### src/hw/rtl/c2s_pkg.sv
`timescale 1ns / 1ps
`default_nettype none

package c2s_pkg;

	localparam int COORD_WIDTH   = 24;
	localparam int ANGLE_WIDTH   = 16;
	localparam int CORDIC_STAGES = 16;

	// Coordinates enter the CORDIC as 61-bit values, so the root chain that
	// builds the guarded planar radius always yields 61 result bits.
	localparam int ROOT_W      = 61;
	localparam int SCALE_SHIFT = ROOT_W - COORD_WIDTH;
	localparam int SQ_W        = 2 * COORD_WIDTH - 1;
	localparam int RAD_W       = 2 * COORD_WIDTH;
	localparam int REM_W       = ROOT_W + 1;
	localparam int DP_W        = 64;
	localparam int ACC_W       = 34;
	localparam int ANG_SHIFT   = 32 - ANGLE_WIDTH;

	localparam logic signed [ACC_W-1:0] HALF_PI_ACC = ACC_W'(64'd1 << 30);
	localparam logic signed [ACC_W-1:0] ANG_RND     = ACC_W'((64'd1 << ANG_SHIFT) >> 1);
	localparam logic signed [ACC_W-1:0] PI_ACC      = ACC_W'(64'd1 << (ANGLE_WIDTH - 1));
	localparam logic [ANGLE_WIDTH-1:0]  PI_CODE     = ANGLE_WIDTH'(64'd1 << (ANGLE_WIDTH - 1));

	typedef struct packed {
		logic signed [COORD_WIDTH-1:0] x_pos;
		logic signed [COORD_WIDTH-1:0] y_pos;
		logic signed [COORD_WIDTH-1:0] z_pos;
	} point_t;

	typedef struct packed {
		logic [COORD_WIDTH-1:0]        radius;
		logic [COORD_WIDTH-1:0]        planar_radius;
		logic [ANGLE_WIDTH-1:0]        polar_angle;
		logic signed [ANGLE_WIDTH-1:0] azimuth;
		logic                          origin_flag;
	} result_t;

	typedef struct packed {
		logic [RAD_W-1:0]       rad;
		logic [REM_W-1:0]       rem;
		logic [ROOT_W-1:0]      root;
		logic [COORD_WIDTH-1:0] rnd;
	} sq_lane_t;

	typedef struct packed {
		logic signed [DP_W-1:0]  x;
		logic signed [DP_W-1:0]  y;
		logic signed [ACC_W-1:0] acc;
	} cd_lane_t;

	// The arctangent of 2^-i, with pi as 2^31.
	function automatic logic [31:0] atan_entry(input int unsigned idx);
		logic [31:0] v;
		case (idx)
			0:  v = 32'h20000000;
			1:  v = 32'h12E4051D;
			2:  v = 32'h09FB385B;
			3:  v = 32'h051111D4;
			4:  v = 32'h028B0D43;
			5:  v = 32'h0145D7E1;
			6:  v = 32'h00A2F61E;
			7:  v = 32'h00517C55;
			8:  v = 32'h0028BE53;
			9:  v = 32'h00145F2F;
			10: v = 32'h000A2F98;
			11: v = 32'h000517CC;
			12: v = 32'h00028BE6;
			13: v = 32'h000145F3;
			14: v = 32'h0000A2FA;
			15: v = 32'h0000517D;
			16: v = 32'h000028BE;
			17: v = 32'h0000145F;
			18: v = 32'h00000A30;
			19: v = 32'h00000518;
			20: v = 32'h0000028C;
			21: v = 32'h00000146;
			22: v = 32'h000000A3;
			23: v = 32'h00000051;
			24: v = 32'h00000029;
			25: v = 32'h00000014;
			26: v = 32'h0000000A;
			27: v = 32'h00000005;
			28: v = 32'h00000003;
			29: v = 32'h00000001;
			30: v = 32'h00000001;
			default: v = 32'h00000000;
		endcase
		return v;
	endfunction

endpackage

`default_nettype wire

### src/hw/rtl/c2s_sqrt_cell.sv
`timescale 1ns / 1ps
`default_nettype none

module c2s_sqrt_cell #(
	parameter int IDX = 0
) (
	input  wire logic              clk,
	input  wire logic              en,
	input  wire c2s_pkg::sq_lane_t lane_in,
	output c2s_pkg::sq_lane_t      lane_out
);

	localparam int RW = c2s_pkg::ROOT_W;
	localparam int CW = c2s_pkg::COORD_WIDTH;

	logic [RW+2:0]      rem_sh;
	logic [RW+2:0]      trial;
	logic [RW+2:0]      diff;
	logic               take;
	logic [RW:0]        rem_new;
	logic [RW-1:0]      root_new;
	c2s_pkg::sq_lane_t  lane_d;
	c2s_pkg::sq_lane_t  lane_q;

	always_comb begin
		rem_sh   = {lane_in.rem, lane_in.rad[c2s_pkg::RAD_W-1 -: 2]};
		trial    = {1'b0, lane_in.root, 2'b01};
		diff     = rem_sh - trial;
		take     = (rem_sh >= trial);
		rem_new  = take ? diff[RW:0] : rem_sh[RW:0];
		root_new = {lane_in.root[RW-2:0], take};

		lane_d.rad  = lane_in.rad << 2;
		lane_d.rem  = rem_new;
		lane_d.root = root_new;
		lane_d.rnd  = lane_in.rnd;
		// The last digit of the integer root also yields the rounded root.
		if (IDX == CW - 1) begin
			lane_d.rnd = root_new[CW-1:0] + CW'(rem_new > {1'b0, root_new});
		end
	end

	always_ff @(posedge clk) begin
		if (en) begin
			lane_q <= lane_d;
		end
	end

	assign lane_out = lane_q;

endmodule

`default_nettype wire

### config.mk
export PLATFORM = sky130hd
export DESIGN_NAME = c2s_sqrt_cell
export DESIGN_NICKNAME = d
export VERILOG_FILES = /design/src/hw/rtl/c2s_pkg.sv /design/src/hw/rtl/c2s_sqrt_cell.sv
export SDC_FILE = /design/constraint.sdc
export NUM_CORES = 1
export LEC_CHECK = 0
export ABC_AREA = 0
export BUFFER_PORTS_ARGS = -buffer_cell sky130_fd_sc_hd__clkbuf_2
export CAP_MARGIN = 0
export CORE_MARGIN = 5
export CORE_UTILIZATION = 38
export CTS_CLUSTER_SIZE = 30
export DETAILED_ROUTE_END_ITERATION = 6
export MAX_ROUTING_LAYER = met4
export SYNTH_ARGS = -nofsm -noshare
export SYNTH_HDL_FRONTEND = slang
export SYNTH_SLANG_ARGS = --single-unit
### constraint.sdc
create_clock -name clk -period 4 [get_ports clk]
set_input_delay 0.2 -clock clk [delete_from_list [all_inputs] [get_ports clk]]
set_output_delay 0.2 -clock clk [all_outputs]
set_load 0.05 [all_outputs]
==> Word-level counts from Yosys, hierarchy flattened <==
Index checks and enable logic that the tools add are counted.
{ "totals": {"in_bits": 197, "output_inout_bits": 195, "wordCells": 7, "register_bits": 193} }
{ "op_classes": {"n_addsub": 1, "magnitude_cmp": 1, "n_mux": 1} }
{ "ops": {"columns": ["op", "n"], "rows": [
  [">= comparator 64 x 63 -> 1 bit", 1],
  ["2-to-1 mux 62 bit", 1],
  ["subtractor 62 bit", 1]
]} }

==> Longest topological paths before layout <==
{ "logic_depth": {"ltp_word": 2, "mapped_depth": 15, "depth_no_buf": 13} }

==> Worst setup path after synthesis <==
OpenSTA, ideal clock, no wires.
{ "synth_timing": {"path_type": "input -> register", "from": "in lane_in[41] in the netlist's numbering", "to": "reg lane_q, in the netlist lane_out[146], data pin", "slack_ns": 0.950, "cell_stages": 13, "setup_time_ns": 0.152, "t_arrival_ns": 2.898, "path_buffers": 1, "t_required_ns": 3.848, "path_cell_list": "inv_1 ha_1 buf_4 nand2_2 or4_4 a2111o_1 o211ai_2 a31o_4 a31oi_4 o31ai_4 a41oi_1 or3_1 a31oi_1"} }
{ "synth_via": {"elab_chain_len": 2, "elab_cells_between_ends": 3, "classes_between": "1 x add/sub; 1 x order compare; 1 x mux"} }
{ "synth_lines": {"columns": ["element", "line", "source"], "rows": [
  ["from (decl)", "c2s_sqrt_cell.sv:9", "input wire c2s_pkg::sq_lane_t lane_in,"],
  ["subtractor 62 bit or >= comparator 64 x 63 -> 1 bit (tied branches)", "c2s_sqrt_cell.sv:28, c2s_sqrt_cell.sv:29", null],
  ["2-to-1 mux 62 bit (*)", "c2s_sqrt_cell.sv:30", "rem_new = take ? diff[RW:0] : rem_sh[RW:0];"],
  ["via rem_new[61]", "c2s_sqrt_cell.sv:20", "logic [RW:0] rem_new;"],
  ["to (signal assigned)", "c2s_sqrt_cell.sv:45", "lane_q <= lane_d;"],
  ["to (decl)", "c2s_sqrt_cell.sv:23", "c2s_pkg::sq_lane_t lane_q;"]
]} }
The timed path passes the listed nets; every way through them passes the cells marked *.
A chain may end at the register's enable or synchronous reset.

==> Worst setup path in the final report <==
{ "layout_timing": {"from": "in lane_in[31] in the netlist's numbering", "to": "reg lane_q, in the netlist lane_out[144], data pin"} }
Same word-level chain as after synthesis.

==> results.md <==
* Outcome: finished clean
* F_max at 0.268 GHz
* RSZ-0062 raised after global routing: false
* Power per cell area at 434 nW/um2
* WL final at 34.5 mm
* VDD IR max at ~0.00028 V
* Postcts setup bufs at 0
* Cells after Synth at 945
* Hold Crit Class: input port to flop
* Synth Register Bits at ~190
* Share of layout cells above drive strength 1 at a little over 30%
* Worst setup SP type: input port
* Period utilization at about 93%
* Depth of the CTS H-tree at 4
* Total GRT Usage at around 22%
* Static leakage at roughly 0.0065 uW
* Largest register FFs at 193
* First-pass GRT wire length at between 50 and 60 mm
* Crit path required time at 4.18 ns
* Vias/cell at 5.07
* Setup ws final at 0.273 ns
* Wire per inst at 19.1 um
* Register Area at 5800 um2
* Final setup vio count at 0
* Worst slack, placed at about 0.29 ns
* Synth async-reset ratio at 0%
* Cell row count at 60
* RePlAce Congestion at just under 0.9
* Routed via count at approximately 9200
* Bufs on Longest Clock Path at 2
* Most frequent cell after synthesis: edfxtp_1
* Synth warnings at 0
* Layout Nets at 1713
* Fin. Hold Viols at 0
* Largest cells by area after synthesis: edfxtp_1 56%, ha_1 7.6%, nand2_1 4.1%
* Setup crit end kind: flop
* Largest net degree at the start of global routing at 107
* Global route overflow at 0
* Synth Flop Type: edfxtp_1
* Initial Util at about two fifths
* Most frequent cells after synthesis: 193 x edfxtp_1, 114 x nand2_1, 81 x o21ai_0
* Sum of net half-perimeters after detailed placement at 25.9 mm
* CP Max Fanout at 31
* Vias in the first global route at 9330
* Number of DRC markers in iteration 0 at 619
* Fill count at approximately 2400
* Num CTS Buffers at 17
* Footprint of the multi-input gates at 4130 um2
* Die Y at roughly 180 um
* Max Cap Viol at 0
* Initial antenna violation count at 4
* DRT antenna net count at 0
* Clock sink count at 193
* CTS clock-pin slew for the worst setup and hold paths at 0.09 ns
* Area delta synth->final at 40.5%
* WHS at 0.00923 ns
* Worst slew margin at 37.7%
* Mapped Avg Cell Area at 11.0 um2
* Min cycle time layout at 3.73 ns
* Max Slew Vio Count at 0
* Synth area leader: edfxtp_1
* Worst slew pin tran at 0.934 ns
* Detailed-route DRC error count at 0
* Core area at 27000 um2
* Critical Path AT at between 3 and 4 ns
* Sum Neg Setup Slack at 0 ns
* EDFF count, synth at 193
* CTS tree: built
* Share of the yosys chip area belonging to registers at 55.8%
* Total die area at 30700 um2
* Synth top area share at 55.8%
* I/O Buffers at approximately 400
* Netlist cell types at between 60 and 70
* Syn Std Cell Area at 10400 um2
* Top Ports at 392
* Clock Tree Root: clkbuf_16
* Critical path class: input port to flop
* DR pass1 iterations at 5
* Die X at 175 um
routing by layer:
metal,vias to the layer above,track usage [%],share of wire (%)
met3,41,4.18,6.5
met2,340,37.4,49
met1,4313,27.7,42
met4,0,6.78,2.4
li1,4486,-,-
met5,-,-,0
cells by family after synthesis:
kind of cell             count (synthesis)  synth area share, %
multiplexers                             1                0.108
buffers and inverters                  120                 4.65
AND/OR/NAND/NOR                        238                 10.4
XOR/XNOR                                56                 4.72
adder cells (fa/ha/maj)                 63                 7.59
flip-flops                             193                 55.8
other                                    1               0.0361
AO/OA/AOI/OAI                          273                 16.6
final timing paths:
kind,start,to,slack (ns),cells past startpoint
max,lane_in[31],lane_out[144],0.27,15
min,lane_in[82],lane_out[83],0.009,1
through the flow:
stage / instances / util, % / instance area, um2 / total power (uW)
after floorplan: 946 / - / 10400 / 3950
after global placement: 1646 / 47.0 / 12700 / 4510
after detailed placement: 1646 / 47.0 / 12700 / 4520
after CTS: 1805 / 54.0 / 14600 / 6380
after global routing: 1810 / 54.1 / 14600 / 6610
final: 1810 / 54.1 / 14600 / 6330
worst max-delay path, cell delays in order:
cell and delay [ns]:
dlygate4sd3_1 0.53, clkbuf_2 0.11, inv_1 0.05, ha_1 0.41, a21oi_1 0.14, o21ai_1 0.30, a221oi_1 0.16, a21boi_0 0.36
o311ai_1 0.20, a21o_1 0.27, a21oi_2 0.27, nor2_4 0.09, buf_4 0.23, a2111oi_0 0.46, nor3_1 0.12
area by class of cell:
type	count	share of cell area, %
clock inverters	14	1.15
inverters	78	2.01
flip-flops and latches	193	39.7
well taps	341	2.92
diodes	4	0.0686
clock buffers	17	2.92
multi-input cells	633	28.3
repair buffers	530	22.9
where the power goes:
part	internal, uW	switching (uW)	leakage [uW]
clock	841	906	0.000288
combinational	591	1450	0.00437
sequential	2480	59.1	0.00189
total	3920	2410	0.00654
what timing repair did:
| action | in CTS | in global routing |
|---|---|---|
| gates resized for setup | 0 | 5 |
| endpoints found under the hold margin | 128 | 1 |
| setup endpoints to repair | 0 | 38 |
| hold buffers | 128 | 1 |
layout by cell type, fill, tap and decap left out, types with 11 or more instances in the layout:
cell	n
a21o_1	34
a21oi_1	62
a31oi_1	14
clkbuf_16	17
clkbuf_2	388
dlygate4sd3_1	129
edfxtp_1	193
ha_1	63
inv_1	77
nand2_1	114
nand3_1	11
nand4_1	21
nor2_1	42
nor3_1	14
o21ai_0	81
o21ai_1	13
o21bai_1	12
xnor2_1	31
xor2_1	25
No activity file was read; power rests on OpenSTA's default activity.
