[src/hw/rtl/c2s_pkg.sv]
`timescale 1ns / 1ps
`default_nettype none

package c2s_pkg;

	localparam int COORD_WIDTH   = 24;
	localparam int ANGLE_WIDTH   = 16;
	localparam int CORDIC_STAGES = 16;

	// Coordinates enter the CORDIC as 61-bit values, so the root chain that
	// builds the guarded planar radius always yields 61 result bits.
	localparam int ROOT_W      = 61;
	localparam int SCALE_SHIFT = ROOT_W - COORD_WIDTH;
	localparam int SQ_W        = 2 * COORD_WIDTH - 1;
	localparam int RAD_W       = 2 * COORD_WIDTH;
	localparam int REM_W       = ROOT_W + 1;
	localparam int DP_W        = 64;
	localparam int ACC_W       = 34;
	localparam int ANG_SHIFT   = 32 - ANGLE_WIDTH;

	localparam logic signed [ACC_W-1:0] HALF_PI_ACC = ACC_W'(64'd1 << 30);
	localparam logic signed [ACC_W-1:0] ANG_RND     = ACC_W'((64'd1 << ANG_SHIFT) >> 1);
	localparam logic signed [ACC_W-1:0] PI_ACC      = ACC_W'(64'd1 << (ANGLE_WIDTH - 1));
	localparam logic [ANGLE_WIDTH-1:0]  PI_CODE     = ANGLE_WIDTH'(64'd1 << (ANGLE_WIDTH - 1));

	typedef struct packed {
		logic signed [COORD_WIDTH-1:0] x_pos;
		logic signed [COORD_WIDTH-1:0] y_pos;
		logic signed [COORD_WIDTH-1:0] z_pos;
	} point_t;

	typedef struct packed {
		logic [COORD_WIDTH-1:0]        radius;
		logic [COORD_WIDTH-1:0]        planar_radius;
		logic [ANGLE_WIDTH-1:0]        polar_angle;
		logic signed [ANGLE_WIDTH-1:0] azimuth;
		logic                          origin_flag;
	} result_t;

	typedef struct packed {
		logic [RAD_W-1:0]       rad;
		logic [REM_W-1:0]       rem;
		logic [ROOT_W-1:0]      root;
		logic [COORD_WIDTH-1:0] rnd;
	} sq_lane_t;

	typedef struct packed {
		logic signed [DP_W-1:0]  x;
		logic signed [DP_W-1:0]  y;
		logic signed [ACC_W-1:0] acc;
	} cd_lane_t;

	// The arctangent of 2^-i, with pi as 2^31.
	function automatic logic [31:0] atan_entry(input int unsigned idx);
		logic [31:0] v;
		case (idx)
			0:  v = 32'h20000000;
			1:  v = 32'h12E4051D;
			2:  v = 32'h09FB385B;
			3:  v = 32'h051111D4;
			4:  v = 32'h028B0D43;
			5:  v = 32'h0145D7E1;
			6:  v = 32'h00A2F61E;
			7:  v = 32'h00517C55;
			8:  v = 32'h0028BE53;
			9:  v = 32'h00145F2F;
			10: v = 32'h000A2F98;
			11: v = 32'h000517CC;
			12: v = 32'h00028BE6;
			13: v = 32'h000145F3;
			14: v = 32'h0000A2FA;
			15: v = 32'h0000517D;
			16: v = 32'h000028BE;
			17: v = 32'h0000145F;
			18: v = 32'h00000A30;
			19: v = 32'h00000518;
			20: v = 32'h0000028C;
			21: v = 32'h00000146;
			22: v = 32'h000000A3;
			23: v = 32'h00000051;
			24: v = 32'h00000029;
			25: v = 32'h00000014;
			26: v = 32'h0000000A;
			27: v = 32'h00000005;
			28: v = 32'h00000003;
			29: v = 32'h00000001;
			30: v = 32'h00000001;
			default: v = 32'h00000000;
		endcase
		return v;
	endfunction

endpackage

`default_nettype wire

[src/hw/rtl/c2s_square.sv]
`timescale 1ns / 1ps
`default_nettype none

module c2s_square (
	input  wire logic                                   clk,
	input  wire logic                                   en,
	input  wire logic signed [c2s_pkg::COORD_WIDTH-1:0] value,
	output logic [c2s_pkg::SQ_W-1:0]                    square
);

	localparam int CW   = c2s_pkg::COORD_WIDTH;
	localparam int LO_W = CW / 2;
	localparam int HI_W = CW - LO_W;

	logic [CW-1:0]          raw;
	logic [CW-1:0]          mag;
	logic [HI_W-1:0]        mag_hi;
	logic [LO_W-1:0]        mag_lo;
	logic [2*HI_W-1:0]      pp_hh_s1;
	logic [HI_W+LO_W-1:0]   pp_hl_s1;
	logic [2*LO_W-1:0]      pp_ll_s1;
	logic [2*CW-1:0]        full;
	logic [c2s_pkg::SQ_W-1:0] square_s2;

	assign raw    = value;
	assign mag    = raw[CW-1] ? (~raw + CW'(1)) : raw;
	assign mag_hi = mag[CW-1:LO_W];
	assign mag_lo = mag[LO_W-1:0];

	always_ff @(posedge clk) begin
		if (en) begin
			pp_hh_s1 <= (2*HI_W)'(mag_hi) * (2*HI_W)'(mag_hi);
			pp_hl_s1 <= (HI_W+LO_W)'(mag_hi) * (HI_W+LO_W)'(mag_lo);
			pp_ll_s1 <= (2*LO_W)'(mag_lo) * (2*LO_W)'(mag_lo);
		end
	end

	assign full = ((2*CW)'(pp_hh_s1) << (2*LO_W)) + ((2*CW)'(pp_hl_s1) << (LO_W + 1))
		+ (2*CW)'(pp_ll_s1);

	always_ff @(posedge clk) begin
		if (en) begin
			square_s2 <= full[c2s_pkg::SQ_W-1:0];
		end
	end

	assign square = square_s2;

endmodule

`default_nettype wire

[config.mk]
export PLATFORM = sky130hd
export DESIGN_NAME = c2s_square
export DESIGN_NICKNAME = d
export VERILOG_FILES = /design/src/hw/rtl/c2s_pkg.sv /design/src/hw/rtl/c2s_square.sv
export SDC_FILE = /design/constraint.sdc
export NUM_CORES = 1
export LEC_CHECK = 0
export ABC_CLOCK_PERIOD_IN_PS = 13060
export BUFFER_PORTS_ARGS = -buffer_cell sky130_fd_sc_hd__buf_2
export CORE_MARGIN = 2
export CORE_UTILIZATION = 60
export DETAILED_ROUTE_END_ITERATION = 8
export PLACE_DENSITY = 0.78
export SLEW_MARGIN = 20
export SYNTH_ARGS = -nofsm -noshare
export SYNTH_HDL_FRONTEND = slang
export SYNTH_SLANG_ARGS = --single-unit
[constraint.sdc]
create_clock -name clk -period 13.06 [get_ports clk]
set_input_delay 2.612 -clock clk [delete_from_list [all_inputs] [get_ports clk]]
set_output_delay 2.612 -clock clk [all_outputs]
set_load 0.1 [all_outputs]
Word level (Yosys, flattened, before mapping)
Index checks and enable logic that the tools add are counted.
{"block": "op_classes", "add_sub_neg": 3, "multipliers": 3, "n_div": 0, "magnitude_cmp": 0, "n_eq_ne": 0, "n_shift": 0, "mux": 1, "bitwise_logic": 1, "n_reduce_logical": 0}
{"cell": "$mul A12 B12 Y24", "count": 2}
{"cell": "$add A47 B24 Y47", "count": 1}
{"cell": "$add A47 B37 Y47", "count": 1}
{"cell": "$add A24 B1 Y24 const B", "count": 1}
{"cell": "$mux W24", "count": 1}
{"cell": "$not A24 Y24", "count": 1}
{"cell": "$mul A12 B12 Y23", "count": 1}
{"block": "word_totals", "ff_bits": 118, "latch_bits": 0, "mem_bits_rw": 0, "rom_bits": 0, "input_bits": 26, "out_inout_bits": 47, "wordCells": 12, "mem_count": 0}

Depth between registers and ports, before layout
{"block": "logic_depth", "word_depth": 4, "mapped_depth": 29}

Worst setup path after synthesis
OpenSTA, ideal clock, no wires.
{"block": "synth_path", "kind": "input -> register", "from": "input port value[0] (netlist bit)", "to": "register pp_hl_s1[20] (data pin)", "arrival_time_ns": 9.812, "slack_ns": 3.112, "path_stages": 26, "path_buffers": 3, "cell_sequence": "inv_1 > clkbuf_1 > ha_1 > or4b_2 > clkbuf_1 > or4_4 > o21ai_0 > xnor2_1 > clkbuf_1 > nand2_1 > fa_1 > fa_1 > inv_1 > fa_1 > fa_1 > inv_1 > fa_1 > inv_1 > ha_1 > a21o_1 > a21o_1 > a21oi_1 > a31oi_1 > a221o_1 > or4b_2 > nand3_1"}
{"block": "synth_via", "elab_chain_len": 4}
{"element": "from (decl)", "line": "c2s_square.sv:7", "rtl": "input wire logic signed [c2s_pkg::COORD_WIDTH-1:0] value,"}
{"element": "$not A24 Y24", "line": "c2s_square.sv:26", "rtl": "assign mag = raw[CW-1] ? (~raw + CW'(1)) : raw;"}
{"element": "$add A24 B1 Y24", "line": "c2s_square.sv:26"}
{"element": "$mux W24 *", "line": "c2s_square.sv:26"}
{"element": "$mul A12 B12 Y24 *", "line": "c2s_square.sv:33", "rtl": "pp_hl_s1 <= (HI_W+LO_W)'(mag_hi) * (HI_W+LO_W)'(mag_lo);"}
{"element": "to (signal assigned)", "line": "c2s_square.sv:33"}
{"element": "to (decl)", "line": "c2s_square.sv:20", "rtl": "logic [HI_W+LO_W-1:0] pp_hl_s1;"}
Mark *: on every way between the ends. The rest lies on a longest branch, timed or not.
A chain may end at the register's enable or synchronous reset.

Worst setup path after layout
Same ends and word-level chain as after synthesis.

==> results.json <==
{
  "holdBufCountCts": 0,
  "cp_common_cell": "fa_1",
  "insertion_delay_ns": 0.42,
  "maxSlewViolCount": 0,
  "critPathLaunchType": "input pin",
  "hold_start": "pp_ll_s1[7]",
  "setup_viol": 0,
  "grt_pass1_vias": 13200,
  "slowest_stage": "or4b_2",
  "tritoncts": "done",
  "final_core_util": 0.661,
  "ys.flop_type": "edfxtp_1",
  "syn_inst": 1854,
  "worstRegToRegCells": 8,
  "fmax_mhz": 95.9,
  "cts.sinks": 115,
  "fin_crit_sh": 0.798,
  "timing.rr.start": "pp_hh_s1[0]",
  "skew_ns": 0.0128,
  "cts.repair.resized": 0,
  "cap_violations": 0,
  "fin_setup_tns_ns": 0,
  "critical_path_class": "input pin to register",
  "antenna_found_initial": 0,
  "crit_end": "pp_hl_s1[20]",
  "grt_usage": 0.264,
  "synth_warnings": 0,
  "path_delay_family": "adder cells",
  "synth_area_um2": 17500,
  "synthToLayoutAreaGrowth_pct": 8.44,
  "avgSynthCellArea_um2": 9.44,
  "cp.depth": 23,
  "fillers": 2244,
  "dp_hpwl_mm": 30.9,
  "vias_per_cell": 5.56,
  "cp.buffers_inverters": 6,
  "path_cells": "buf_2 -> inv_1 -> ha_1 -> or4b_2 -> or4_4 -> o21ai_0 -> xnor2_1 -> buf_4 -> clkinv_1 -> nor2_1 -> fa_1 -> fa_1 -> fa_1 -> fa_1 -> inv_1 -> fa_1 -> inv_1 -> ha_1 -> a21o_1 -> a21o_1 -> a221o_1 -> or4b_2 -> nand3_1",
  "wl_mm": 38.8,
  "die_h_um": 175,
  "post-cts-setup-buffers": 0,
  "fp.coreArea_um2": 28700,
  "grt-ovfl-total": 0,
  "antenna_cells": 0,
  "hp-class": "register to register",
  "cts_inserted_buffers": 17,
  "vias": 12900,
  "gp_congestion": 0.981,
  "relSlewSlack": 0.263,
  "synth_edf_count": 115,
  "crit_path_max_fanout": 17,
  "firstDrtPassIters": 6,
  "ant_nets": 0,
  "status": "complete, no violations",
  "worstSetupStartpoint": "value[0]",
  "cp_data_arrival_time_ns": 10.70,
  "max_stage_delay_ns": 0.70,
  "num_io_pins": 73,
  "grt_max_degree": 75,
  "detail_route.wl_per_cell_um": 16.7,
  "die_area_um2": 30600,
  "synth-async-reset-ratio": 0,
  "r2r_slack_ns": 9.92,
  "path_clk_slew_ns": 0.06,
  "finalHoldViolations": 0,
  "drtIter0Drc": 956,
  "ys_ff_latch": 115,
  "yosysSeqAreaShare": 0.197,
  "drive_gt1_frac": 0.0774,
  "required_ns": 13.34,
  "worst_setup_path_end_kind": "register",
  "io_buffers": 71,
  "start_util": 0.610,
  "post-route-min-period_ns": 10.42,
  "rr_endpoint": "square[46]",
  "rsz0062_at_grt": "false",
  "row_count": 62,
  "cts_htree_levels": 4,
  "grt_pass1_wl_mm": 63.9,
  "ctsLongestPathBuffers": 2,
  "cts_root_buffer": "clkbuf_16",
  "drcViolationCount": 0,
  "yosysUniqueCellTypes": 70,
  "worst_pin_slew_ns": 1.10,
  "nets": 2404,
  "die_w_um": 175
}
==> cells by family after synthesis <==
group,Yosys count,synth area share
buffers and inverters,472,0.102
AND/OR/NAND/NOR,468,0.118
adder cells (fa/ha/maj),452,0.434
AO/OA/AOI/OAI,235,0.0911
flip-flops,115,0.197
XOR/XNOR,109,0.0560
other,2,0.000429
multiplexers,1,0.000643
==> Yosys cell counts, types with 5 or more instances <==
library cell / instances / area share
ha_1: 193 / 0.14
o21ai_0: 42 / 0.012
a211oi_1: 9 / 0.0039
o21bai_1: 7 / 0.0030
a31oi_1: 9 / 0.0032
nand3_1: 17 / 0.0049
nor2b_1: 6 / 0.0021
nand4_1: 15 / 0.0054
a21o_1: 32 / 0.014
or3_1: 5 / 0.0018
nor2_1: 178 / 0.038
o211ai_1: 8 / 0.0034
or2_2: 7 / 0.0025
clkbuf_1: 43 / 0.0092
and3_1: 14 / 0.0050
buf_2: 8 / 0.0023
a21oi_1: 52 / 0.015
fa_1: 259 / 0.30
o31a_1: 10 / 0.0050
inv_1: 410 / 0.088
o31ai_1: 8 / 0.0034
nand2b_1: 5 / 0.0018
xnor2_1: 69 / 0.035
nand2_1: 180 / 0.039
o21a_1: 22 / 0.0094
xor2_1: 38 / 0.019
nor3_1: 13 / 0.0037
clkinv_1: 5 / 0.0011
edfxtp_1: 115 / 0.20
==> cells in the final DEF (no fill, tap or decap), types with 22 or more instances in the layout <==
| cell type | count |
|---|---|
| a21o_1 | 32 |
| a21oi_1 | 52 |
| buf_2 | 70 |
| buf_4 | 24 |
| edfxtp_1 | 115 |
| fa_1 | 259 |
| ha_1 | 193 |
| inv_1 | 410 |
| nand2_1 | 180 |
| nor2_1 | 178 |
| o21a_1 | 22 |
| o21ai_0 | 42 |
| xnor2_1 | 68 |
| xor2_1 | 36 |
==> per-layer routing <==
layer | vias to the layer above | part of all wire | global-route usage
met5 | - | 0 | 0
met4 | 0 | 0.022 | 0.0851
met3 | 69 | 0.084 | 0.0453
met2 | 548 | 0.46 | 0.420
met1 | 6275 | 0.44 | 0.373
li1 | 6021 | - | -
==> area by class of cell <==
class / count / area, µm² / area share
clock inverters: 12 / 189 / 0.00995
well taps: 384 / 480 / 0.0253
inverters: 418 / 1570 / 0.0827
clock buffers: 18 / 429 / 0.0226
multi-input cells: 1280 / 12300 / 0.650
flip-flops and latches: 115 / 3450 / 0.182
repair buffers: 94 / 531 / 0.0279
==> state kept, by name, indices dropped and copies added (netlist names) <==
register / flops
pp_hl_s1: 24
pp_hh_s1: 22
square: 46
pp_ll_s1: 23
==> worst register-to-register path: cells and delay by family (launching register included) <==
family	cells	cell delay, ns
AOI/OAI and AO/OA	2	0.56
xor gates and xnor gates	1	0.10
adders and majority gates	1	0.43
DFF	1	0.43
and+or+nand+nor	4	1.35
==> how the worst min path moves through the flow <==
stage                end  slack [ns]  cells past startpoint
6_report       square[7]        0.42                      0
5_1_grt        square[7]        0.42                      0
4_1_cts        square[7]        0.42                      0
3_5_place_dp   square[7]        0.41                      0
3_3_place_gp   square[2]        0.40                      0
2_1_floorplan  square[0]        0.40                      0
==> through the flow <==
stage                     worst slack, ns  area (µm²)  std cells  hold slack, ns
after floorplan                      3.11       17600       1867           0.400
after global placement               2.42       18400       2291           0.401
after detailed placement             2.32       18400       2291           0.408
after CTS                            2.75       19000       2321           0.420
after global routing                 2.31       19000       2321           0.423
final                                2.64       19000       2321           0.419
Power is not shown: default switching activity piles up to over one toggle a cycle in this logic, so the estimate is an artifact.
