==> config.mk <==
export PLATFORM = sky130hd
export DESIGN_NAME = c2s_cordic_cell
export DESIGN_NICKNAME = d
export VERILOG_FILES = /design/src/hw/rtl/c2s_pkg.sv /design/src/hw/rtl/c2s_cordic_cell.sv
export SDC_FILE = /design/constraint.sdc
export NUM_CORES = 1
export LEC_CHECK = 0
export BUFFER_PORTS_ARGS = -buffer_cell sky130_fd_sc_hd__buf_2
export CORE_MARGIN = 1
export CORE_UTILIZATION = 30
export CTS_BUF_LIST = sky130_fd_sc_hd__clkbuf_8
export CTS_CLUSTER_DIAMETER = 40
export CTS_CLUSTER_SIZE = 8
export DETAILED_ROUTE_END_ITERATION = 6
export SLEW_MARGIN = 5
export SYNTH_ARGS = -nofsm -noshare
export SYNTH_HDL_FRONTEND = slang
export SYNTH_SLANG_ARGS = --single-unit
==> constraint.sdc <==
create_clock -name clk -period 7.2 [get_ports clk]
set_input_delay 1.08 -clock clk [delete_from_list [all_inputs] [get_ports clk]]
set_output_delay 1.08 -clock clk [all_outputs]
set_load 0.01 [all_outputs]
==> src/hw/rtl/c2s_pkg.sv <==
`timescale 1ns / 1ps
`default_nettype none

package c2s_pkg;

	localparam int COORD_WIDTH   = 24;
	localparam int ANGLE_WIDTH   = 16;
	localparam int CORDIC_STAGES = 16;

	// Coordinates enter the CORDIC as 61-bit values, so the root chain that
	// builds the guarded planar radius always yields 61 result bits.
	localparam int ROOT_W      = 61;
	localparam int SCALE_SHIFT = ROOT_W - COORD_WIDTH;
	localparam int SQ_W        = 2 * COORD_WIDTH - 1;
	localparam int RAD_W       = 2 * COORD_WIDTH;
	localparam int REM_W       = ROOT_W + 1;
	localparam int DP_W        = 64;
	localparam int ACC_W       = 34;
	localparam int ANG_SHIFT   = 32 - ANGLE_WIDTH;

	localparam logic signed [ACC_W-1:0] HALF_PI_ACC = ACC_W'(64'd1 << 30);
	localparam logic signed [ACC_W-1:0] ANG_RND     = ACC_W'((64'd1 << ANG_SHIFT) >> 1);
	localparam logic signed [ACC_W-1:0] PI_ACC      = ACC_W'(64'd1 << (ANGLE_WIDTH - 1));
	localparam logic [ANGLE_WIDTH-1:0]  PI_CODE     = ANGLE_WIDTH'(64'd1 << (ANGLE_WIDTH - 1));

	typedef struct packed {
		logic signed [COORD_WIDTH-1:0] x_pos;
		logic signed [COORD_WIDTH-1:0] y_pos;
		logic signed [COORD_WIDTH-1:0] z_pos;
	} point_t;

	typedef struct packed {
		logic [COORD_WIDTH-1:0]        radius;
		logic [COORD_WIDTH-1:0]        planar_radius;
		logic [ANGLE_WIDTH-1:0]        polar_angle;
		logic signed [ANGLE_WIDTH-1:0] azimuth;
		logic                          origin_flag;
	} result_t;

	typedef struct packed {
		logic [RAD_W-1:0]       rad;
		logic [REM_W-1:0]       rem;
		logic [ROOT_W-1:0]      root;
		logic [COORD_WIDTH-1:0] rnd;
	} sq_lane_t;

	typedef struct packed {
		logic signed [DP_W-1:0]  x;
		logic signed [DP_W-1:0]  y;
		logic signed [ACC_W-1:0] acc;
	} cd_lane_t;

	// The arctangent of 2^-i, with pi as 2^31.
	function automatic logic [31:0] atan_entry(input int unsigned idx);
		logic [31:0] v;
		case (idx)
			0:  v = 32'h20000000;
			1:  v = 32'h12E4051D;
			2:  v = 32'h09FB385B;
			3:  v = 32'h051111D4;
			4:  v = 32'h028B0D43;
			5:  v = 32'h0145D7E1;
			6:  v = 32'h00A2F61E;
			7:  v = 32'h00517C55;
			8:  v = 32'h0028BE53;
			9:  v = 32'h00145F2F;
			10: v = 32'h000A2F98;
			11: v = 32'h000517CC;
			12: v = 32'h00028BE6;
			13: v = 32'h000145F3;
			14: v = 32'h0000A2FA;
			15: v = 32'h0000517D;
			16: v = 32'h000028BE;
			17: v = 32'h0000145F;
			18: v = 32'h00000A30;
			19: v = 32'h00000518;
			20: v = 32'h0000028C;
			21: v = 32'h00000146;
			22: v = 32'h000000A3;
			23: v = 32'h00000051;
			24: v = 32'h00000029;
			25: v = 32'h00000014;
			26: v = 32'h0000000A;
			27: v = 32'h00000005;
			28: v = 32'h00000003;
			29: v = 32'h00000001;
			30: v = 32'h00000001;
			default: v = 32'h00000000;
		endcase
		return v;
	endfunction

endpackage

`default_nettype wire

==> src/hw/rtl/c2s_cordic_cell.sv <==
`timescale 1ns / 1ps
`default_nettype none

module c2s_cordic_cell #(
	parameter int IDX = 0
) (
	input  wire logic              clk,
	input  wire logic              en,
	input  wire c2s_pkg::cd_lane_t lane_in,
	output c2s_pkg::cd_lane_t      lane_out
);

	localparam int DP_W  = c2s_pkg::DP_W;
	localparam int ACC_W = c2s_pkg::ACC_W;

	logic signed [DP_W-1:0]  x_in;
	logic signed [DP_W-1:0]  y_in;
	logic signed [ACC_W-1:0] acc_in;
	logic signed [DP_W-1:0]  dx;
	logic signed [DP_W-1:0]  dy;
	logic signed [ACC_W-1:0] step;
	c2s_pkg::cd_lane_t       lane_d;
	c2s_pkg::cd_lane_t       lane_q;

	assign x_in   = lane_in.x;
	assign y_in   = lane_in.y;
	assign acc_in = lane_in.acc;
	assign dx     = y_in >>> IDX;
	assign dy     = x_in >>> IDX;
	assign step   = signed'({{(ACC_W-32){1'b0}}, c2s_pkg::atan_entry(IDX)});

	always_comb begin
		if (y_in >= 0) begin
			lane_d.x   = x_in + dx;
			lane_d.y   = y_in - dy;
			lane_d.acc = acc_in + step;
		end else begin
			lane_d.x   = x_in - dx;
			lane_d.y   = y_in + dy;
			lane_d.acc = acc_in - step;
		end
	end

	always_ff @(posedge clk) begin
		if (en) begin
			lane_q <= lane_d;
		end
	end

	assign lane_out = lane_q;

endmodule

`default_nettype wire

# == After elaboration in Yosys (flattened, before gate mapping) ==
# Cells that the tools add are included.
# W data, S select, Z words.
# word_totals
output_inout_bits,162
input_bits,164
ff_bits,162
wordCells,10
# op_classes
n_mux,1
add_sub_neg,5
magnitude_cmp,1
# op_table
operator,count
$mux W162,1
$sub A64 B64 Y64,2
$add A64 B64 Y64,1
$ge A64 B1 Y1 const B,1
$add A34 B31 Y34 const B,1
$sub A34 B31 Y34 const B,1

# == Longest topological paths before layout ==
# Gate-level depths: netlist (run 1).
# depth
depth_word,2
mapped_depth,15
mapped_depth_nobuf,14

# == Worst setup path before layout (run 1) ==
# Ideal clock, no wire load.
# synth_timing
path_kind,input to register
startpoint,in lane_in[34] in the netlist's numbering
endpoint,"reg lane_q, in the netlist lane_out[94] (data pin)"
cell_stages,13
arrival_time_ns,3.881
t_required_ns,6.931
setup_ns,0.269
setup_slack_ns,3.050
path_cell_list,ha_1 > fa_1 > nor2b_2 > o21ai_1 > a21oi_1 > a211oi_2 > o41ai_2 > a31o_2 > a41o_1 > a41oi_2 > mux2_1 > a21oi_1 > o21ai_0
# synth_lines
element,line_no,source
"start, declared",c2s_cordic_cell.sv:9,"input wire c2s_pkg::cd_lane_t lane_in,"
"end signal, assigned",c2s_cordic_cell.sv:46,lane_q <= lane_d;
"end, declared",c2s_cordic_cell.sv:23,c2s_pkg::cd_lane_t lane_q;

==> results of run 1 <==
## layout make-up
class                           count  share of cell area, %
Antenna cell                        6                 0.0768
Clock buffer                       17                   1.20
Clock inverter                     15                   1.00
Inverter                          203                   3.90
Multi-Input combinational cell   1574                   55.7
Sequential cell                   161                   24.7
Tap cell                          748                   4.78
Timing Repair Buffer              331                   8.59
## worst max path at each step
| stage | start | endpoint | slack, ns | cells past startpoint |
|---|---|---|---|---|
| 6_report | lane_in[52] | lane_out[97]$_DFFE_PP_ | 2.07 | 14 |
| 2_1_floorplan | lane_in[34] | lane_out[94]$_DFFE_PP_ | 3.05 | 13 |
| 4_1_cts | lane_in[52] | lane_out[97]$_DFFE_PP_ | 2.36 | 14 |
| 3_5_place_dp | lane_in[52] | lane_out[97]$_DFFE_PP_ | 1.72 | 14 |
| 5_1_grt | lane_in[52] | lane_out[97]$_DFFE_PP_ | 2.12 | 14 |
| 3_3_place_gp | lane_in[52] | lane_out[97]$_DFFE_PP_ | 1.64 | 14 |
## cells in the mapped netlist, types with 33 or more instances
| cell type | n | area [sq um] |
|---|---|---|
| nor2_1 | 172 | 646 |
| clkbuf_1 | 66 | 248 |
| xnor2_1 | 113 | 990 |
| o21bai_1 | 62 | 465 |
| o21ai_0 | 129 | 646 |
| edfxtp_1 | 161 | 4830 |
| a21o_1 | 52 | 390 |
| o31ai_1 | 33 | 248 |
| ha_1 | 193 | 2410 |
| nand4_1 | 33 | 206 |
| nand2_1 | 112 | 420 |
| inv_1 | 197 | 739 |
| a21oi_1 | 278 | 1390 |
## power breakdown
part	total, mW	switching [mW]	internal (mW)
registers	1.27	0.0475	1.23
clock network	0.738	0.465	0.274
logic	1.52	0.990	0.534
total	3.54	1.50	2.03
## cells by family after synthesis
logic type,Yosys count
adder cells (fa/ha/maj),197
AO/OA/AOI/OAI,736
AND/OR/NAND/NOR,479
flip-flops,161
multiplexers,36
buffers and inverters,308
XOR/XNOR,126
## metal layers
layer,wire length [microns],global-route usage (%),vias to the layer above,share of wire [%]
met5,87,0,-,0.13
met4,1950,8.45,14,3.0
met3,5260,4.91,117,8.0
met2,27900,32.6,727,42
met1,30700,31.5,7988,47
li1,-,-,7858,-
## metrics by stage
stage / setup slack (ns) / power, mW / hold WS [ns]
final: 2.07 / 3.54 / 0.667
after global routing: 2.12 / 3.73 / 0.613
after CTS: 2.36 / 3.56 / 0.597
after detailed placement: 1.72 / 2.79 / 1.26
after global placement: 1.64 / 2.79 / 1.26
after floorplan: 3.05 / 2.22 / 1.18
==> summary.md, run 1 <==
| Metric | Value |
|---|---|
| Post-Route Setup TNS | `0 ns` |
| Total buffers and inverters traversed by the critical path | `2` |
| Count of nets after finishing | `2649` |
| GP Congestion | `0.968` |
| Basic-gate share of the synthesized area counting and, or, nand and nor cells | `13.4%` |
| Multi-input gate area in the final layout | `10900 sq um` |
| Arrival time reported for the critical path endpoint | `5.45 ns` |
| Parity-gate share of the synthesized area counting xor and xnor cells | `approximately 6.5%` |
| Filler cells | `just under 6k` |
| Crit path capture type | `flip-flop` |
| CTS Buf Count | `17` |
| CP required | `between 7 and 8 ns` |
| Power density over the cells | `~180 nW/um^2` |
| Number of standard cells in the final layout excluding fillers | `a little over 3k` |
| Hold_sp | `lane_in[13]` |
| Cell seen most often among critical-path stages | `nor3_1` |
| CP cell instances | `buf_2, inv_1, ha_1, a21oi_1, o21ai_0, or3_1, a2111oi_2, nor3_1, nor3_1, o21ai_1, nand2_1, a21boi_0, o211ai_1, xor2_1` |
| Launching element type of the critical path | `primary input` |
| Asr flop ratio synth | `0%` |
| Number of synthesized flops with an enable pin | `161` |
| Hold path endpoint | `lane_out[13]$_DFFE_PP_` |
| Y dimension of the die | `240 microns` |
| Maximum level of the CTS H-tree | `4` |
| Largest net degree at the start of global routing | `82` |
| Share of post-route cells with drive strength above 1 | `18.1%` |
| Area overhead of the layout relative to synthesis | `15.5%` |
| Transition time of the tightest slew-check pin | `0.912 ns` |
| DIE WIDTH | `240 microns` |
| Vias after detailed routing | `about 17k` |
| Max-capacitance violation count | `0` |
| Final ANT Viol Nets | `0` |
| Leading cell type in the layout, fill and taps excluded | `buf_2` |
| Post-route DRC violation count | `0` |
| Sink count of the clock tree | `161` |
| Post-Syn Nets | `between 2k and 2.5k` |
| Leading register cell type out of synthesis | `edfxtp_1` |
| Number of max-slew violations in the final report | `0` |
| Buffer type at the clock tree root | `clkbuf_8` |
| CP max stage delay | `between 0.7 and 0.8 ns` |
| Total global routing track utilization | `between 20% and 30%` |
| Commonest non-fill, non-tap cells in the layout | `323 x buf_2, 278 x a21oi_1, 197 x inv_1, 193 x ha_1, 172 x nor2_1` |
| GRT overflow | `0` |
| Finish-stage setup viols | `0` |
| Post-route standard cell area excluding fillers | `19600 sq um` |
| Final Core Density | `35.3%` |
| Crit path max-delay family | `compound AO/OA/AOI/OAI gates` |
| Classification of the worst setup path | `in2reg` |
| Post-synthesis instance total | `around 2.0k` |
| Wire length of the first global-routing pass | `96.5 mm` |
| I/O pin total | `326` |
| CORE AREA | `55400 sq um` |
| Clock slew seen by the registers of the worst setup and hold paths | `0.12 ns` |
| Max reg flops | `about 160` |
| Crit path max fanout | `17` |
| F_max | `a little under 0.2 GHz` |
| Final worst path period need | `5.13 ns` |
| Outcome | `complete, no violations` |
| Number of hold buffers added after cts | `0` |
| Netlist area before placement | `16900 sq um` |
| CTS tree | `built` |
| Path category of the worst min-delay check | `in2reg` |
| Max IR drop VDD | `between 0.1 and 0.15 mV` |
| Number of post-CTS setup repair buffers | `0` |
| Number of placement rows | `86` |
| Average wire per cell in the routed design | `21.6 microns` |
| Initial core utilization | `30.6%` |
| Dominant combinational cell family by area after synthesis | `compound AO/OA/AOI/OAI gates` |
| Post-synthesis mux area share | `2.16%` |
| Count of instances resized after the clock tree is built | `0` |
| Static leakage | `approximately 8.5 nW` |
| Count of yosys warnings during synthesis | `0` |
| Antenna violations before repair | `14` |
| Setup repair after global routing missed its margin | `no` |
| Tcrit/Tclk final | `71.2%` |
| Placed cell area | `around 19000 sq um` |
| Final hold violation count | `0` |
| Adder and majority gate portion of the synthesized area | `14.7%` |
| Complex-gate fraction of the synthesized area | `27.5%` |
| Post-detailed-route via-to-cell ratio | `5.47` |
| Die area | `between 50000 and 60000 sq um` |
| # port buffers | `325` |
| Iteration-0 DRC count of the detailed router | `1502` |
| Register area share after synthesis | `28.5%` |
| Number of global-route vias before repair | `15.9k` |
| Number of unique standard cell types used by synthesis | `86` |
| Final Routed Wirelength | `65.8 mm` |
| Synthesized area divided by synthesized cell count | `between 8 and 9 sq um` |
| Count of TritonRoute iterations in the first routing pass | `6` |
| Placed cell count | `3017` |
| Detailed-placement wirelength estimate | `53.1 mm` |
| Library cell contributing the largest single delay on the critical path | `nor3_1` |
| Count of state elements after synthesis | `161` |
| Register cell area after layout | `between 4000 and 5000 sq um` |
| Relative slew slack | `about two fifths` |
| Worst hold path stage count | `1` |
| Maximum root-to-sink buffer count | `2` |
No activity file was read; power rests on OpenSTA's default activity.
==> run 2: changes to the inputs <==
==> constraint.sdc (replaced) <==
create_clock -name clk -period 4.8 [get_ports clk]
set_input_delay 0.72 -clock clk [delete_from_list [all_inputs] [get_ports clk]]
set_output_delay 0.72 -clock clk [all_outputs]
set_load 0.01 [all_outputs]
==> summary.md, run 2 (synthesized netlist as in run 1, its figures left out) <==
| Metric | Value |
|---|---|
| Final ANT Viol Nets | `0 (unchanged)` |
| Final Core Density | `35.9% (+0.63 points)` |
| Average wire per cell in the routed design | `21.8 microns (+1.3%)` |
| DIE WIDTH | `240 microns (unchanged)` |
| Vias after detailed routing | `16.9k (+1.3%)` |
| Finish-stage setup viols | `0 (unchanged)` |
| Y dimension of the die | `240 microns (unchanged)` |
| # port buffers | `325 (unchanged)` |
| Post-detailed-route via-to-cell ratio | `5.46 (-0.19%)` |
| Area overhead of the layout relative to synthesis | `17.5%` |
| Antenna violations before repair | `17 (+3)` |
| Number of max-slew violations in the final report | `0 (unchanged)` |
| Power density over the cells | `271 nW/um^2 (+50%)` |
| Critical path depth in cells | `14 (unchanged)` |
| Worst setup path start | `lane_in[48]` |
| I/O pin total | `326 (unchanged)` |
| Iteration-0 DRC count of the detailed router | `1465 (-2.5%)` |
| Largest net degree at the start of global routing | `83 (+1.2%)` |
| Leading cell type in the layout, fill and taps excluded | `buf_2` |
| Setup repair after global routing missed its margin | `no` |
| F_max | `roughly 0.23 GHz` |
| Clock slew seen by the registers of the worst setup and hold paths | `0.12 ns (about the same)` |
| Final Routed Wirelength | `67.7 mm (+2.8%)` |
| Static leakage | `8.71 nW (+2.5%)` |
| Maximum root-to-sink buffer count | `2 (unchanged)` |
| Final hold violation count | `0 (unchanged)` |
| Total global routing track utilization | `23.1% (+0.87 points)` |
| CP cell instances | `buf_2, inv_1, ha_1, a21oi_1, o21ai_0, or3_1, a2111oi_2, nor3_1, nor3_2, o21ai_1, nand2_1, a21boi_0, o211ai_1, xor2_1` |
| Critical path destination | `lane_out[97]$_DFFE_PP_` |
| Detailed-placement wirelength estimate | `55.0 mm (+3.5%)` |
| Total buffers and inverters traversed by the critical path | `2 (unchanged)` |
| Crit path max-delay family | `compound AO/OA/AOI/OAI gates` |
| Die area | `57400 sq um (unchanged)` |
| Post-route DRC violation count | `0 (unchanged)` |
| CORE AREA | `55400 sq um (unchanged)` |
| Initial core utilization | `30.6% (unchanged)` |
| Crit path max fanout | `11 (-6)` |
| Max-capacitance violation count | `0 (unchanged)` |
| Launching element type of the critical path | `primary input` |
| Path category of the worst min-delay check | `in2reg` |
| Transition time of the tightest slew-check pin | `0.843 ns (-0.0690 ns)` |
| Number of global-route vias before repair | `16.1k (+1.4%)` |
| CTS Buf Count | `17 (unchanged)` |
| Wire length of the first global-routing pass | `100 mm (+3.7%)` |
| Max reg flops | `161 (unchanged)` |
| Final worst path period need | `4.42 ns` |
| Max IR drop VDD | `0.214 mV (+52%)` |
| Maximum level of the CTS H-tree | `4 (unchanged)` |
| Number of post-CTS setup repair buffers | `0 (unchanged)` |
| CTS tree | `built` |
| Library cell contributing the largest single delay on the critical path | `a2111oi_2` |
| Tcrit/Tclk final | `92.1%` |
| GP Congestion | `0.958 (-0.98%)` |
| Buffer type at the clock tree root | `clkbuf_8` |
| Number of placement rows | `86 (unchanged)` |
| Outcome | `complete, no violations` |
| CP required | `5.12 ns (-2.40 ns)` |
| Number of standard cells in the final layout excluding fillers | `3100 (+1.5%)` |
| Share of post-route cells with drive strength above 1 | `19.6% (+1.5 points)` |
| Sink count of the clock tree | `161 (unchanged)` |
| Arrival time reported for the critical path endpoint | `4.74 ns (-0.71 ns)` |
| Count of TritonRoute iterations in the first routing pass | `7 (+1)` |
| Count of nets after finishing | `2691 (+1.6%)` |
| Post-Route Setup TNS | `0 ns (unchanged)` |
| Commonest non-fill, non-tap cells in the layout | `323 x buf_2, 278 x a21oi_1, 197 x inv_1, 193 x ha_1, 172 x nor2_1` |
| GRT overflow | `0 (unchanged)` |
| Crit path capture type | `flip-flop` |
| Classification of the worst setup path | `in2reg` |
| Placed cell count | `3059 (+1.4%)` |
| Relative slew slack | `43.8% (+4.6 points)` |
| CP max stage delay | `0.62 ns (-0.09 ns)` |
-- run 2: final cells by class --
type	count	area (sq um)
sequential	161	4830
inverter	203	762
multi-input combinational	1574	10900
clock buffer	17	234
antenna	9	22.5
clock inverter	15	206
tap	748	936
fill	5814	35500
timing repair buffer	373	2010
-- run 2: repair_timing --
action                     in CTS  in global routing
hold buffers                    0                  0
gates resized for setup         0                  1
setup endpoints to repair       0                  1
-- run 2: worst min path at each step --
stage | startpoint | endpoint | slack (ns) | cells after the start
2_1_floorplan | lane_in[0] | lane_out[0]$_DFFE_PP_ | 0.82 | 0
3_3_place_gp | lane_in[3] | lane_out[3]$_DFFE_PP_ | 0.90 | 1
3_5_place_dp | lane_in[9] | lane_out[9]$_DFFE_PP_ | 0.90 | 1
4_1_cts | lane_in[27] | lane_out[27]$_DFFE_PP_ | 0.22 | 1
5_1_grt | lane_in[27] | lane_out[27]$_DFFE_PP_ | 0.23 | 1
6_report | lane_in[13] | lane_out[13]$_DFFE_PP_ | 0.30 | 1
-- run 2: metrics by stage --
stage / worst slack [ns] / hold WS (ns) / total power, mW / instance area [sq um]
floorplan: 1.01 / 0.819 / 3.33 / 16900
global placement: -0.352 / 0.896 / 4.26 / 19400
detailed placement: -0.339 / 0.898 / 4.26 / 19400
CTS: 0.304 / 0.217 / 5.44 / 19900
global route: 0.209 / 0.235 / 5.69 / 19900
finish: 0.380 / 0.299 / 5.40 / 19900
-- run 2: power breakdown --
group	switching (mW)	internal (mW)
logic	1.51	0.847
registers	0.0689	1.84
clock network	0.722	0.411
-- run 2: layer usage --
layer  up-vias  global-route usage, %  wire (microns)
met5         -                      0             115
met4        18                   7.44            1650
met3       102                   5.32            5730
met2       755                   34.3           29100
met1      8102                   32.7           31100
li1       7940                      -               -
==> run 3: changes to the inputs <==
--- a/config.mk
+++ b/config.mk
@@ -6,6 +6,7 @@
 export NUM_CORES = 1
 export LEC_CHECK = 0
 export BUFFER_PORTS_ARGS = -buffer_cell sky130_fd_sc_hd__buf_2
+export CORE_ASPECT_RATIO = 1.25
 export CORE_MARGIN = 1
 export CORE_UTILIZATION = 30
 export CTS_BUF_LIST = sky130_fd_sc_hd__clkbuf_8
==> summary.md, run 3 (synthesized netlist as in run 1, its figures left out) <==
| Metric | Value |
|---|---|
| Internal power | `3.13 mW (+1.0%)` |
| Crit path max-delay family | `simple AND/OR/NAND/NOR gates` |
| Outcome | `complete, no violations` |
| Maximum root-to-sink buffer count | `2 (unchanged)` |
| Final Routed Wirelength | `69.7 mm (+3.0%)` |
| Die area | `57400 sq um (about the same)` |
| Y dimension of the die | `268 microns (+12%)` |
| Vias after detailed routing | `16.8k (-0.72%)` |
| Post-route DRC violation count | `0 (unchanged)` |
| Placed cell count | `3069 (+0.33%)` |
| Finish-stage setup viols | `0 (unchanged)` |
| CP required | `5.12 ns (about the same)` |
| Filler cells | `5942 (+2.2%)` |
| # port buffers | `325 (unchanged)` |
| CTS Buf Count | `17 (unchanged)` |
| Pwr Total | `5.38 mW (-0.38%)` |
| I/O pin total | `326 (unchanged)` |
| Combinational cell fraction of total power | `44.0% (+0.3 points)` |
| Max IR drop VDD | `0.179 mV (-16%)` |
| Share of post-route cells with drive strength above 1 | `20.1% (+0.46 points)` |
| Number of post-CTS setup repair buffers | `0 (unchanged)` |
| Post-detailed-route via-to-cell ratio | `5.41 (-0.91%)` |
| Post-Route Setup TNS | `0 ns (unchanged)` |
| Total buffers and inverters traversed by the critical path | `3 (+1)` |
| CORE AREA | `55900 sq um (+0.96%)` |
| Sink count of the clock tree | `161 (unchanged)` |
| Power density over the cells | `270 nW/um^2 (-0.59%)` |
| GP Congestion | `0.978 (+2.0%)` |
| Commonest non-fill, non-tap cells in the layout | `323 x buf_2, 278 x a21oi_1, 198 x inv_1, 193 x ha_1, 172 x nor2_1` |
| Share of total power in sequential cells | `35.9% (+0.5 points)` |
| Number of standard cells in the final layout excluding fillers | `3106 (+0.19%)` |
| Leading cell type in the layout, fill and taps excluded | `buf_2` |
| CTS tree | `built` |
| Clock slew seen by the registers of the worst setup and hold paths | `0.11 ns (about the same)` |
| Final worst path period need | `3.97 ns (-0.451 ns)` |
| Static leakage | `8.77 nW (+0.67%)` |
| Number of max-slew violations in the final report | `0 (unchanged)` |
| Tcrit/Tclk final | `82.7% (-9.4 points)` |
| Final hold violation count | `0 (unchanged)` |
| Average wire per cell in the routed design | `22.4 microns (+2.8%)` |
| Detailed-placement wirelength estimate | `56.6 mm (+2.9%)` |
| Buffer type at the clock tree root | `clkbuf_8` |
| Largest net degree at the start of global routing | `87 (+4.8%)` |
| Classification of the worst setup path | `in2reg` |
| CP cell instances | `buf_2, inv_1, ha_1, nand2b_1, a221oi_1, or2_1, o221ai_1, nand4_1, a41oi_1, buf_4, o21ai_2, a221oi_1, nor2_1, mux2i_1, nor4_1` |
| GRT overflow | `0 (unchanged)` |
| Setup repair after global routing missed its margin | `no` |
| Switching Power | `2.25 mW (-2.3%)` |
| DIE WIDTH | `215 microns (-10%)` |
| Total global routing track utilization | `23.7% (+0.58 points)` |
| Clock group share of total power | `20.2% (-0.8 points)` |
| Number of hold buffers added after cts | `0 (unchanged)` |
| Number of global-route vias before repair | `16.9k (+4.7%)` |
| Area overhead of the layout relative to synthesis | `17.8%` |
| Library cell contributing the largest single delay on the critical path | `ha_1` |
| Switching part of the total power | `41.8% (-0.82 points)` |
| Max reg flops | `161 (unchanged)` |
| CP max stage delay | `0.60 ns (-0.02 ns)` |
| Worst setup path start | `lane_in[40]` |
| Maximum level of the CTS H-tree | `4 (unchanged)` |
| Launching element type of the critical path | `primary input` |
| Final ANT Viol Nets | `0 (unchanged)` |
| Wire length of the first global-routing pass | `103 mm (+2.5%)` |
| F_max | `0.252 GHz (+11%)` |
| Iteration-0 DRC count of the detailed router | `1326 (-9.5%)` |
| Number of placement rows | `97 (+13%)` |
| Path category of the worst min-delay check | `in2reg` |
| Max-capacitance violation count | `0 (unchanged)` |
| Count of nets after finishing | `2707 (+0.59%)` |
| Antenna violations before repair | `12 (-5)` |
| Relative slew slack | `41.7% (-2.1 points)` |
| Initial core utilization | `30.3% (-0.29 points)` |
| Critical path destination | `lane_out[91]$_DFFE_PP_` |
| Count of TritonRoute iterations in the first routing pass | `6 (-1)` |
| Cell seen most often among critical-path stages | `a221oi_1` |
| Count of instances resized after the clock tree is built | `0 (unchanged)` |
| Transition time of the tightest slew-check pin | `0.866 ns (+0.0232 ns)` |
| Critical path depth in cells | `15 (+1)` |
| Arrival time reported for the critical path endpoint | `4.29 ns (-0.45 ns)` |
| Crit path max fanout | `15 (+4)` |
| Crit path capture type | `flip-flop` |
run 3: final cells by class:
type	count	area (sq um)	share of cell area, %
antenna	5	12.5	0.0627
clock buffer	17	234	1.17
clock inverter	15	150	0.752
inverter	203	762	3.82
multi-input combinational	1574	10900	54.6
sequential	161	4830	24.2
tap	742	928	4.65
timing repair buffer	389	2130	10.7
run 3: metal layers:
metal | wire length, microns | vias up | global-route usage [%] | part of all wire, %
met4 | 3070 | 14 | 11.3 | 4.4
li1 | - | 7958 | - | -
met1 | 26800 | 8021 | 25.6 | 39
met5 | 101 | - | 0 | 0.14
met2 | 36400 | 644 | 44.3 | 52
met3 | 3310 | 158 | 4.41 | 4.7
run 3: how the worst min path moves through the flow:
stage / startpoint / end / cells past startpoint
2_1_floorplan: lane_in[0] / lane_out[0]$_DFFE_PP_ / 0
3_3_place_gp: lane_in[14] / lane_out[14]$_DFFE_PP_ / 1
3_5_place_dp: lane_in[2] / lane_out[2]$_DFFE_PP_ / 1
4_1_cts: lane_in[24] / lane_out[24]$_DFFE_PP_ / 1
5_1_grt: lane_in[17] / lane_out[17]$_DFFE_PP_ / 1
6_report: lane_in[27] / lane_out[27]$_DFFE_PP_ / 1
run 3: power groups by stage:
stage / Combinational [mW] / Clock (mW) / Sequential, mW
after global routing: 2.54 / 1.18 / 1.95
final: 2.37 / 1.09 / 1.93
after CTS: 2.35 / 1.14 / 1.94
after detailed placement: 2.34 / 0 / 1.96
after global placement: 2.34 / 0 / 1.96
after floorplan: 1.28 / 0 / 2.05
run 3: stage by stage:
stage | instance area [sq um] | hold WS [ns] | util, % | worst slack, ns
3_3_place_gp | 19600 | 0.899 | 35.0 | 0.217
5_1_grt | 20000 | 0.255 | 35.7 | 0.577
2_1_floorplan | 16900 | 0.819 | - | 1.01
6_report | 20000 | 0.305 | 35.7 | 0.831
3_5_place_dp | 19600 | 0.898 | 35.0 | 0.222
4_1_cts | 19900 | 0.245 | 35.6 | 0.870
